<file path="src/rtl/rcfd_pkg.sv">
`timescale 1ns / 1ps
`default_nettype none
// ----------------------------------------------------------------------------
// rcfd_pkg
// Types, frame position codes and the prelude table of the ROM read command
// frame decoder.
// ----------------------------------------------------------------------------
package rcfd_pkg;

   typedef logic [3:0] pos_type;

   localparam int unsigned PRELUDE_LEN = 8;

   // Positions 0 to 7 count matched prelude offsets; 8 to 12 name the next
   // word to capture.
   localparam pos_type POS_SEARCH   = 4'd0;
   localparam pos_type POS_MAGIC_HI = 4'd8;
   localparam pos_type POS_MAGIC_LO = 4'd9;
   localparam pos_type POS_CMD      = 4'd10;
   localparam pos_type POS_PARAM    = 4'd11;
   localparam pos_type POS_CHECK    = 4'd12;

   localparam logic [15:0] SUM_MASK = 16'hFFFE;

   typedef struct packed {
      logic        checksum_good;
      logic [31:0] magic_value;
      logic [15:0] command_code;
      logic [14:0] parameter_value;
   } result_type;

   function automatic logic [15:0] prelude_word(input logic [2:0] idx);
      logic [15:0] word;
      unique case (idx)
         3'd0: word = 16'h1234;
         3'd1: word = 16'hFC42;
         3'd2: word = 16'h6452;
         3'd3: word = 16'hCDE0;
         3'd4: word = 16'h5CA2;
         3'd5: word = 16'h8CA4;
         3'd6: word = 16'h1F94;
         3'd7: word = 16'hE642;
         default: word = 16'h1234;
      endcase
      return word;
   endfunction

endpackage
`default_nettype wire

</file>
<file path="src/rtl/rcfd_frame_tracker.sv">
`timescale 1ns / 1ps
`default_nettype none
// ----------------------------------------------------------------------------
// rcfd_frame_tracker
// Tracks the frame position, matches the prelude, captures the four frame
// words and forms the result when the checksum word arrives.
// ----------------------------------------------------------------------------
module rcfd_frame_tracker
   import rcfd_pkg::*;
(
   input  wire logic        clock,
   input  wire logic        reset,
   input  wire logic        step,
   input  wire logic [15:0] offset,
   output logic             at_check,
   output result_type       result
);

   pos_type     pos_ff, pos_in, pos_eff;
   logic [15:0] magic_hi_ff, magic_lo_ff, command_ff, param_ff;
   logic [15:0] sum;

   // Unreachable positions behave as a fresh search.
   assign pos_eff  = (pos_ff > POS_CHECK) ? POS_SEARCH : pos_ff;
   assign at_check = (pos_eff == POS_CHECK);

   always_comb begin
      pos_in = pos_eff;
      if (pos_eff < POS_MAGIC_HI) begin
         if (offset == prelude_word(pos_eff[2:0])) begin
            pos_in = pos_eff + 4'd1;
         end else if (offset == prelude_word(3'd0)) begin
            pos_in = 4'd1;
         end else begin
            pos_in = POS_SEARCH;
         end
      end else if (at_check) begin
         pos_in = POS_SEARCH;
      end else begin
         pos_in = pos_eff + 4'd1;
      end
   end

   always_ff @(posedge clock) begin
      if (reset) begin
         pos_ff <= POS_SEARCH;
      end else if (step) begin
         pos_ff <= pos_in;
      end
   end

   always_ff @(posedge clock) begin
      if (step) begin
         if (pos_eff == POS_MAGIC_HI) magic_hi_ff <= offset;
         if (pos_eff == POS_MAGIC_LO) magic_lo_ff <= offset;
         if (pos_eff == POS_CMD)      command_ff  <= offset;
         if (pos_eff == POS_PARAM)    param_ff    <= offset;
      end
   end

   assign sum = magic_hi_ff + magic_lo_ff + command_ff + param_ff;

   always_comb begin
      result.checksum_good   = ((sum & SUM_MASK) == offset);
      result.magic_value     = {magic_hi_ff, magic_lo_ff};
      result.command_code    = command_ff;
      result.parameter_value = param_ff[15:1];
   end

   a_pos_in_range: assert property (@(posedge clock) disable iff (reset)
      pos_ff <= POS_CHECK)
      else $error("frame position left the valid range");

   a_check_restarts: assert property (@(posedge clock) disable iff (reset)
      step && at_check |=> pos_ff == POS_SEARCH)
      else $error("position did not restart after the checksum word");

   a_capture_advances: assert property (@(posedge clock) disable iff (reset)
      step && pos_eff >= POS_MAGIC_HI && !at_check |=> pos_ff == $past(pos_eff) + 4'd1)
      else $error("capture phase did not advance by one word");

   a_idle_holds: assert property (@(posedge clock) disable iff (reset)
      !step |=> $stable(pos_ff))
      else $error("frame position moved without an item");

endmodule
`default_nettype wire

</file>
<file path="src/rtl/rom_read_command_frame_decoder.sv">
`timescale 1ns / 1ps
`default_nettype none
// ----------------------------------------------------------------------------
// rom_read_command_frame_decoder
// Decodes a command frame sent as a sequence of ROM read offsets.
//
// The req channel carries one 16-bit read offset per item. After a prelude
// of eight fixed offsets, the next five items are taken as magic high, magic
// low, command, parameter and checksum. The item carrying the checksum word
// produces one rsp item with the magic, the command, the parameter halved
// and a checksum flag; all other items produce nothing.
//
// An accepted item is held in an input register and is processed as it leaves
// it; a checksum item then loads its result into the rsp register, which
// drives rsp_valid. One item per cycle is sustained unless a checksum item
// waits on a stalled receiver: the input register and the rsp register each
// take a new entry whenever empty or being emptied in the same cycle.
// When the receiver stalls with a result pending, the input register holds
// only if it too carries a checksum word; other items keep flowing.
// Synchronous reset empties both registers and restarts the prelude search.
// ----------------------------------------------------------------------------
module rom_read_command_frame_decoder
   import rcfd_pkg::*;
(
   input  wire logic        clock,
   input  wire logic        reset,
   input  wire logic        req_valid,
   output logic             req_ready,
   input  wire logic [15:0] req_bus_offset,
   output logic             rsp_valid,
   input  wire logic        rsp_ready,
   output logic             rsp_checksum_good,
   output logic [31:0]      rsp_magic_value,
   output logic [15:0]      rsp_command_code,
   output logic [14:0]      rsp_parameter_value
);

   logic        s1_valid_ff;
   logic [15:0] s1_offset_ff;
   logic        rsp_valid_ff;
   result_type  rsp_ff;
   logic        at_check;
   result_type  result;
   logic        out_free;
   logic        s1_advance;

   rcfd_frame_tracker u_tracker (
      .clock    (clock),
      .reset    (reset),
      .step     (s1_advance),
      .offset   (s1_offset_ff),
      .at_check (at_check),
      .result   (result)
   );

   assign out_free   = !rsp_valid_ff || rsp_ready;
   assign s1_advance = s1_valid_ff && (!at_check || out_free);
   assign req_ready  = !s1_valid_ff || s1_advance;

   always_ff @(posedge clock) begin
      if (reset) begin
         s1_valid_ff <= 1'b0;
      end else if (req_ready) begin
         s1_valid_ff <= req_valid;
      end
   end

   always_ff @(posedge clock) begin
      if (req_valid && req_ready) begin
         s1_offset_ff <= req_bus_offset;
      end
   end

   always_ff @(posedge clock) begin
      if (reset) begin
         rsp_valid_ff <= 1'b0;
      end else if (out_free) begin
         rsp_valid_ff <= s1_advance && at_check;
      end
   end

   always_ff @(posedge clock) begin
      if (out_free && s1_advance && at_check) begin
         rsp_ff <= result;
      end
   end

   assign rsp_valid           = rsp_valid_ff;
   assign rsp_checksum_good   = rsp_ff.checksum_good;
   assign rsp_magic_value     = rsp_ff.magic_value;
   assign rsp_command_code    = rsp_ff.command_code;
   assign rsp_parameter_value = rsp_ff.parameter_value;

endmodule
`default_nettype wire
</file>
<file path="config.mk">
export PLATFORM = sky130hd
export DESIGN_NAME = rom_read_command_frame_decoder
export DESIGN_NICKNAME = d
export VERILOG_FILES = /design/src/rtl/rcfd_pkg.sv /design/src/rtl/rcfd_frame_tracker.sv /design/src/rtl/rom_read_command_frame_decoder.sv
export SDC_FILE = /design/constraint.sdc
export NUM_CORES = 1
export LEC_CHECK = 0
export BUFFER_PORTS_ARGS = -buffer_cell sky130_fd_sc_hd__buf_4
export CAP_MARGIN = 30
export CORE_UTILIZATION = 55
export CTS_CLUSTER_DIAMETER = 80
export DETAILED_ROUTE_END_ITERATION = 7
export PLACE_DENSITY_LB_ADDON = 0.2
export SYNTH_ARGS = -nofsm -noshare
export SYNTH_HDL_FRONTEND = slang
export SYNTH_SLANG_ARGS = --single-unit
</file>
<file path="constraint.sdc">
create_clock -name clock -period 8.9 [get_ports clock]
set_input_delay 0.445 -clock clock [delete_from_list [all_inputs] [get_ports clock]]
set_output_delay 0.445 -clock clock [all_outputs]
set_load 0.03 [all_outputs]
</file>
* Yosys cells after proc, flatten, opt, wreduce, memory -nomap -nowiden
Memory sizes are Yosys's and may differ from the RTL's.
Cells that the tools add are included.
** Cells by class
- Mux-type cells :: 6
- $lt $le $gt $ge :: 2
- Reductions and logical operators :: 15
- Add/subtract/negate cells :: 4
- Eq/ne operators :: 8
** Operator list (count)
- $add A16 B16 Y16 :: 3
- $eq A16 B16 Y1 :: 2
- $eq A4 B4 Y1 const B :: 5
- $eq A16 B13 Y1 const B :: 1
- $mux W16 :: 1
- $mux W4 :: 4
- $reduce_and A2 Y1 :: 4
- $logic_and A1 B1 Y1 :: 5
- $add A4 B1 Y4 const B :: 1
- $gt A4 B4 Y1 const B :: 1
- $lt A4 B4 Y1 const B :: 1
- $logic_not A1 Y1 :: 3
- $logic_or A1 B1 Y1 :: 3
- $mux W1 :: 1
** Word-level totals
- Memories :: 1
- Output and inout bits :: 66
- Memory bits (read-only) :: 112
- Bits of input ports :: 20
- Register bits after elaboration :: 150
** Memories
- (name not given) :: words 8, bits a word 14, rd ports 1, clocked after memory_dff 0, wr ports 0, line rcfd_pkg.sv:34 : unique case (idx)

* Longest topological paths before layout
Gate-level depths: netlist of the first run.
- Word-level depth :: 8
- Depth in mapped cells :: 14
- Depth with buffers taken out :: 14

* Hierarchy
From an unflattened synthesis of the first run, not the netlist that was laid out.
** Second synthesis, totals
- Cells, all modules :: 445
- Area total of the unflattened synthesis :: 6892.9 µm²
** Modules (own cells, without submodules)
- rcfd_frame_tracker :: times used 1, area each 4386.7 µm², seq. area each 2001.9 µm², cells an instance 353
- rom_read_command_frame_decoder :: times used 1, area each 2506.2 µm², seq. area each 2442.3 µm², cells an instance 92

* Worst setup path before layout of the first run
Ideal clock, no wire load.
- Path type :: register -> register
- From :: reg u_tracker.pos_ff[3]
- To :: reg rsp_ff (netlist bit rsp_checksum_good), enable pin
- Cell stages (with the launch flop) :: 8
- Data arrival time :: 3.831 ns
- Path slack :: 4.582 ns
- Data required time :: 8.413 ns
- Cell sequence :: dfxtp_1 -> buf_4 -> nand2_2 -> nand2_1 -> ha_1 -> nand3_1 -> o21ai_0 -> nor2_1
** On the way
- Word-level cells in the longest chain between the ends :: 8
** RTL lines
- start: declaration :: line rcfd_frame_tracker.sv:19 : pos_type pos_ff, pos_in, pos_eff;
- start signal: assignment :: line rcfd_frame_tracker.sv:48 : pos_ff <= pos_in;
- $gt A4 B4 Y1 :: line rcfd_frame_tracker.sv:24 : assign pos_eff = (pos_ff > POS_CHECK) ? POS_SEARCH : pos_ff;
- $mux W4 (*) :: line rcfd_frame_tracker.sv:24
- $eq A4 B4 Y1 (*) :: line rcfd_frame_tracker.sv:25 : assign at_check = (pos_eff == POS_CHECK);
- $logic_not A1 Y1 :: line rom_read_command_frame_decoder.sv:57 : assign s1_advance = s1_valid_ff && (!at_check || out_free);
- $logic_or A1 B1 Y1 :: line rom_read_command_frame_decoder.sv:57
- $logic_and A1 B1 Y1 :: line rom_read_command_frame_decoder.sv:57
- $logic_and A1 B1 Y1 :: line rom_read_command_frame_decoder.sv:83 : if (out_free && s1_advance && at_check) begin
- $logic_and A1 B1 Y1 (*) :: line rom_read_command_frame_decoder.sv:83
- end signal: assignment :: line rom_read_command_frame_decoder.sv:84 : rsp_ff <= result;
- end: declaration :: line rom_read_command_frame_decoder.sv:41 : result_type rsp_ff;
Every way passes the cells marked *; elsewhere a longest branch is shown, timed or not.
A chain may end at the register's enable or synchronous reset.

==> results of run 1 <==
==> through the flow <==
step / power (mW) / instances / instance area [sq um] / util [%]
after global placement: 0.844 / 651 / 7560 / 63.2
after floorplan: 0.825 / 421 / 6740 / -
after global routing: 1.63 / 686 / 8230 / 68.8
after CTS: 1.59 / 684 / 8200 / 68.5
final: 1.58 / 686 / 8230 / 68.8
after detailed placement: 0.845 / 652 / 7570 / 63.3
==> area by class of cell <==
cell class | count | area [sq um]
Clock inverter | 8 | 146
Inverter | 23 | 86.3
Clock buffer | 24 | 482
Multi-Input combinational cell | 245 | 2200
Timing Repair Buffer | 89 | 691
Tap cell | 147 | 184
Fill cell | 792 | 3730
Sequential cell | 150 | 4440
==> metal layers <==
| metal | vias up | GRT usage, % | wire length (microns) |
|---|---|---|---|
| li1 | 1804 | - | - |
| met1 | 1948 | 28.2 | 5450 |
| met2 | 117 | 35.3 | 6490 |
| met3 | 31 | 5.18 | 580 |
| met4 | 0 | 11.2 | 287 |
| met5 | - | 0 | 0 |
==> flip-flops by register name (all words and copies together), names as in the netlist <==
register and flops:
s1_offset_ff 16, s1_valid_ff 1, u_tracker.magic_lo_ff 16, rsp_checksum_good 1, u_tracker.magic_hi_ff 16, rsp_magic_value 32, u_tracker.pos_ff 4, rsp_parameter_value 15
u_tracker.command_ff 16, rsp_valid 1, rsp_command_code 16, u_tracker.param_ff 16
==> power by group <==
| group | switching, mW | internal (mW) |
|---|---|---|
| clock | 0.261 | 0.491 |
| sequential | 0.0183 | 0.778 |
| combinational | 0.0157 | 0.0187 |
==> critical path: cells and delay by family (launching register included) <==
kind,cells,cell delay [ns]
AND/OR/NAND/NOR,4,0.75
adder cells (fa/ha/maj),4,1.60
flip-flops,1,0.41
AO/OA/AOI/OAI,3,0.79
buffers and inverters,3,0.20
==> final timing paths <==
| path | from | endpoint | slack, ns | depth (start not counted) |
|---|---|---|---|---|
| setup / recovery | u_tracker.param_ff[1] | rsp_checksum_good | 4.96 | 14 |
| setup reg to reg | u_tracker.param_ff[1] | rsp_checksum_good | 4.96 | 14 |
| hold reg to reg | u_tracker.param_ff[14] | rsp_parameter_value[13] | 0.45 | 0 |
| hold / removal | req_bus_offset[12] | s1_offset_ff[12] | 0.20 | 1 |
==> cells by family after synthesis <==
family	synth area share [%]
compound gates	6.73
xor+xnor	4.46
mux	0.799
fa+ha+maj	12.4
simple gates	8.06
buf+inv	1.52
flops	66.0
==> cell usage after synthesis (all sizes together) (3+ instances only) <==
master  number
a211oi       4
a21o         3
a21oi       14
and2         8
dfxtp        6
edfxtp     144
fa          30
ha          19
inv         23
mux2         3
nand2       15
nand2b       7
nand3        9
nand3b       4
nand4        5
nor2        10
nor2b        7
nor3         6
nor4         5
o211ai       3
o21a         3
o21ai       17
o22ai        3
or2          5
or3          4
xnor2       18
xor2        11
==> metrics.md, run 1 <==
| Metric | Value |
|---|---|
| Outcome | completed |
| Die height | 113 microns |
| Die area | ~13000 sq um |
| Post-synthesis cell type count | 62 |
| Io pins | between 80 and 90 |
| CP endpoint kind | flip-flop |
| Min cycle time layout | 3.94 ns |
| Area Overhead vs Synth | 22.2% |
| Peak supply drop | approximately 0.15 mV |
| TritonCTS Sinks | 150 |
| DR pass1 iterations | 4 |
| Largest stage delay on the critical path | 0.54 ns |
| GP Congestion | 0.892 |
| Drt drc | 0 |
| H-tree depth | 4 |
| RSZ-0062 raised after global routing | false |
| First-pass GRT wire length | 20400 microns |
| Clock-pin slew on the worst setup and hold paths | 0.06 ns |
| HPWL after DPL | 9050 microns |
| Layout Skew | about 0.0062 ns |
| Worst path required time | 9.14 ns |
| Initial Util | a little under three fifths |
| Top FF cell, synth | edfxtp_1 |
| Flops & latches, synth | 150 |
| Routed WL | approximately 13000 microns |
| Root buffer cell | clkbuf_16 |
| Initial antenna violation count | 0 |
| Ant diodes | 0 |
| GR Overflow Total | 0 |
| # setup viols final | 0 |
| Yosys warning count | 0 |
| Rel. slew slack | approximately a third |
| Post-synth EDFFs | 144 |
| Chip width | 113 microns |
| CTS tree | done |
| Number of global-route vias before repair | around 4k |
| Total clock buffers created by CTS | 17 |
| Hold WC Path Type | input port to flip-flop |
| Synth area leader | edfxtp_1 |
| Max Cap Viol | 0 |
| Syn_area_per_cell | 16.0 sq um |
| Antenna viol nets, final | 0 |
| Via density | 5.69 |
| Worst-margin pin slew | approximately 1.0 ns |
| Final WS setup | 4.96 ns |
| CP max stage cell | fa_1 |
| Most common cell after layout, fill and taps aside | edfxtp_1 |
| DRT iter0 DRCs | 264 |
| Drt wl/cell | approximately 19 microns |
| # resized after CTS | 0 |
| Fin nets | 595 |
| Worst skew pair latency | between 0.4 and 0.5 ns |
| Hold_buf cts | 0 |
| Worst slack at placement | 5.02 ns |
| Net count after synthesis | 490 |
| WHS | ~0.20 ns |
| Leakage power | 2.98 nW |
| Highest clock rate | between 200 and 300 MHz |
| Pin count of the biggest net entering global routing | 40 |
| Setup bufs post-CTS | 0 |
| Startpoint Class | flip-flop |
| Core area | 12000 sq um |
| Cell Rows | 40 |
| Power Density | 192 nW/um^2 |
| Synth top area share | 64.2% |
| WS Path Type | flip-flop to flip-flop |
| Worst Path Arrival | approximately 4.2 ns |
| Routed vias | 3900 |
| Count of pins over their slew limit | 0 |
| Final number of hold-violating endpoints | 0 |
| Clk buf depth | 2 |
| CP cell instances | fa_1 > inv_1 > fa_1 > inv_1 > ha_1 > inv_1 > fa_1 > nor2b_1 > o221ai_1 > a211oi_1 > o21a_1 > nand3b_1 > and3_1 > nor4_2 |
| Critical path fanouts, max | 3 |
| Mapped Cells | approximately 420 |
| Mapped cell area | about 6700 sq um |
| Top post-synthesis cells by area | edfxtp_1 64%, fa_1 8.9%, ha_1 3.5% |
| Most frequent cells in the layout | 144 x edfxtp_1, 86 x buf_4, 30 x fa_1 |
| IO buf count | 85 |
| Share of post-route cells with drive strength above 1 | 24.5% |
| Tot GR Track Use | 22.0% |
| Asr flop ratio synth | 0% |
| Sequential share of the synthesized area | about two thirds |
| Final worst path period share | roughly 44% |
| Setup TNS | 0 ns |
Power figures use the tool's default switching activity.
==> run 2, diff against run 1 <==
ABC_AREA = 1   (was not set)
clock period = 4.11 ns   (was 8.9 ns; I/O delays follow)
==> run 2 against run 1 <==
Sequential power grew 120%. Critical path depth grew 2. Sequential cell count is the same. Synthesized cell count grew 21%. Count of clock-buffer cells in the layout shrank 7. Critical path type unchanged.
==> metrics.md, run 2 <==
| Metric | Value |
|---|---|
| FF-to-FF setup slack | roughly 0.65 ns |
| Switching power total | 0.675 mW |
| Mapped Cells | 511 |
| Synth area leader | edfxtp_1 |
| Asr flop ratio synth | 0% |
| Post-synthesis cell type count | 35 |
| Outcome | completed |
| CP cell instances | fa_1 > inv_1 > fa_1 > inv_1 > ha_1 > inv_1 > fa_1 > nor3_1 > nor2_1 > nor2_1 > nand2_1 > o21ai_0 > nand2_1 > nand2_1 > nand3b_1 > nor2_1 |
| Worst slack at placement | 0.619 ns |
| Highest clock rate | around 290 MHz |
| Clk buf depth | 2 |
| Sequential power share | 51.2% |
| Min cycle time layout | between 3 and 4 ns |
| Core area | 12100 sq um |
| Initial antenna violation count | 0 |
| Clock share of power | 45.6% |
| Setup TNS | 0 ns |
| Peak supply drop | 0.289 mV |
| Clock-pin slew on the worst setup and hold paths | 0.06 ns |
| GP Congestion | slightly below 0.9 |
| Die height | 114 microns |
| Setup bufs post-CTS | 0 |
| RR Startpoint | u_tracker.param_ff[1] |
| CTS tree | done |
| Reg-to-Reg End | rsp_checksum_good |
| FF-to-FF path depth | 16 |
| Max reg flops | 32 |
| CP max stage cell | fa_1 |
| Hold WC Path Type | input port to flip-flop |
| DRT iter0 DRCs | 300 |
| P_int | 2.68 mW |
| Final non-filler cell total | 821 |
| Worst-margin pin slew | 0.728 ns |
| First-pass GRT wire length | 22500 microns |
| Fin nets | 709 |
| Final WS setup | 0.651 ns |
| Post-synth top cells | 144 x edfxtp_1, 85 x nand2_1, 53 x inv_1 |
| H-tree depth | 4 |
| Post-synth EDFFs | 144 |
| Pin count of the biggest net entering global routing | 37 |
| Inst Count DP | 772 |
| Number of global-route vias before repair | 4426 |
| Worst path required time | 4.29 ns |
| Power Density | 392 nW/um^2 |
| Antenna viol nets, final | 0 |
| Initial Util | 56.7% |
| Die area | 12900 sq um |
| Cell Rows | 40 |
| GR Overflow Total | 0 |
| Routed WL | ~14000 microns |
| Design Area, Final | 8550 sq um |
| Rel. slew slack | 51.4% |
| HPWL after DPL | 9930 microns |
| Combinational Power Share | 3.2% |
| # resized after CTS | 0 |
| Mapped cell area | 6870 sq um |
| Reg area | 4440 sq um |
| Area Overhead vs Synth | 24.5% |
| WS Path Type | flip-flop to flip-flop |
| Routed vias | 4234 |
| Synth top area share | 63.0% |
| Chip width | 114 microns |
| DR pass1 iterations | 5 |
| IO buf count | 85 |
| Root buffer cell | clkbuf_16 |
| Yosys warning count | 0 |
| Most frequent cells in the layout | 144 x edfxtp_1, 94 x buf_4, 85 x nand2_1 |
| Flops & latches, synth | 150 |
| CP endpoint kind | flip-flop |
| Area of the multi-input gates | roughly 2200 sq um |
| Top FF cell, synth | edfxtp_1 |
| Crit. Startpoint | u_tracker.param_ff[1] |
| Critical path fanouts, max | 3 |
| Switching share of power | 20.1% |
| Final number of hold-violating endpoints | 0 |
| Count of pins over their slew limit | 0 |
| Placed cell areas | 7790 sq um |
| Most common cell after layout, fill and taps aside | edfxtp_1 |
| TritonCTS Sinks | 150 |
| Crit path to | rsp_checksum_good |
| Total clock buffers created by CTS | 17 |
| Top post-synthesis cells by area | edfxtp_1 63%, fa_1 8.7%, nand2_1 4.6% |
| Ant diodes | 0 |
| Most used standard cell by instance count after synthesis | edfxtp_1 |
| Via density | just over 5 |
| Net count after synthesis | 580 |
| Max Cap Viol | 0 |
| Leakage power | 3.38 nW |
| Drt wl/cell | about 17 microns |
| Fill count | 855 |
| RSZ-0062 raised after global routing | false |
| Sequential share of the synthesized area | ~65% |
| Worst Path Arrival | 3.64 ns |
| Drt drc | 0 |
| # setup viols final | 0 |
| Tot GR Track Use | 24.3% |
| Io pins | 86 |
| Syn_area_per_cell | 13.4 sq um |
| Share of post-route cells with drive strength above 1 | 23.3% |
| Final worst path period share | a little over four fifths |
| Startpoint Class | flip-flop |
| Largest stage delay on the critical path | 0.54 ns |
| Worst skew pair latency | around 0.43 ns |
| Post-layout util | 70.6% |
| Layout Skew | roughly 0.0089 ns |
==> run 2: changes by cell type in the layout (fill, tap and decap cells not counted), moves of 5 or more <==
cell | previous run | this run
and2_1 | 8 | 1
buf_4 | 86 | 94
dlygate4sd3_1 | 0 | 17
inv_1 | 22 | 52
nand2_1 | 13 | 85
nand2_2 | 2 | 7
nand2b_1 | 7 | 0
nand3_1 | 9 | 29
nor2_1 | 9 | 31
nor2_2 | 0 | 5
nor2b_1 | 7 | 0
o21ai_0 | 16 | 9
==> run 2: worst max-delay path: cells and delay by family, from the launching register on <==
kind,cells,cell delay (ns)
flip-flops,1,0.42
AO/OA/AOI/OAI,1,0.21
adder cells (fa/ha/maj),4,1.56
AND/OR/NAND/NOR,8,0.86
buffers and inverters,3,0.18
==> run 2: cell type report <==
cell class                 count  share of cell area, %
inverter                      59                   2.62
clock buffer                  17                   4.97
sequential                   150                   52.0
clock inverter                15                   1.89
tap                          168                   2.46
multi-input combinational    301                   25.9
timing repair buffer         111                   10.2
==> run 2: kinds of logic after synthesis <==
family                   after synthesis  synth area share, %
AND/OR/NAND/NOR                      189                 13.3
flip-flops                           150                 64.7
buffers and inverters                 60                 3.42
adder cells (fa/ha/maj)               49                 12.2
AO/OA/AOI/OAI                         35                 2.82
XOR/XNOR                              28                 3.57
==> run 2: timing repair <==
item | in CTS | in global routing
hold endpoints to repair | 21 | 0
hold buffers | 17 | 0
endpoints found under the setup margin | 0 | 0
==> run 2: worst min-delay path by stage <==
stage | cells after the start | to | slack (ns) | startpoint
after floorplan | 1 | rsp_valid | 0.27 | reset
after global routing | 3 | s1_valid_ff | 0.07 | req_valid
after global placement | 1 | s1_offset_ff[4] | 0.38 | req_bus_offset[4]
after detailed placement | 1 | s1_offset_ff[15] | 0.38 | req_bus_offset[15]
final | 3 | s1_valid_ff | 0.08 | req_valid
after CTS | 3 | s1_valid_ff | 0.04 | req_valid
==> run 2: through the flow <==
step           power [mW]  hold slack (ns)
2_1_floorplan        1.80            0.275
3_3_place_gp         1.84            0.384
3_5_place_dp         1.84            0.385
4_1_cts              3.38           0.0416
5_1_grt              3.46           0.0668
6_report             3.36           0.0761
==> run 2: metal layers <==
metal  part of all wire, %  up-vias  global-route usage (%)
li1                      -     2018                       -
met1                    41     2073                    30.1
met2                    52      123                    40.8
met3                   4.8       20                    6.32
met4                   1.8        0                    10.4
met5                     0        -                       0
==> run 2: power groups by stage <==
| stage | clock network [mW] | logic, mW | registers, mW |
|---|---|---|---|
| 5_1_grt | 1.62 | 0.119 | 1.72 |
| 3_5_place_dp | 0 | 0.0934 | 1.75 |
| 6_report | 1.53 | 0.108 | 1.72 |
| 4_1_cts | 1.55 | 0.107 | 1.72 |
| 3_3_place_gp | 0 | 0.0917 | 1.75 |
| 2_1_floorplan | 0 | 0.0628 | 1.73 |
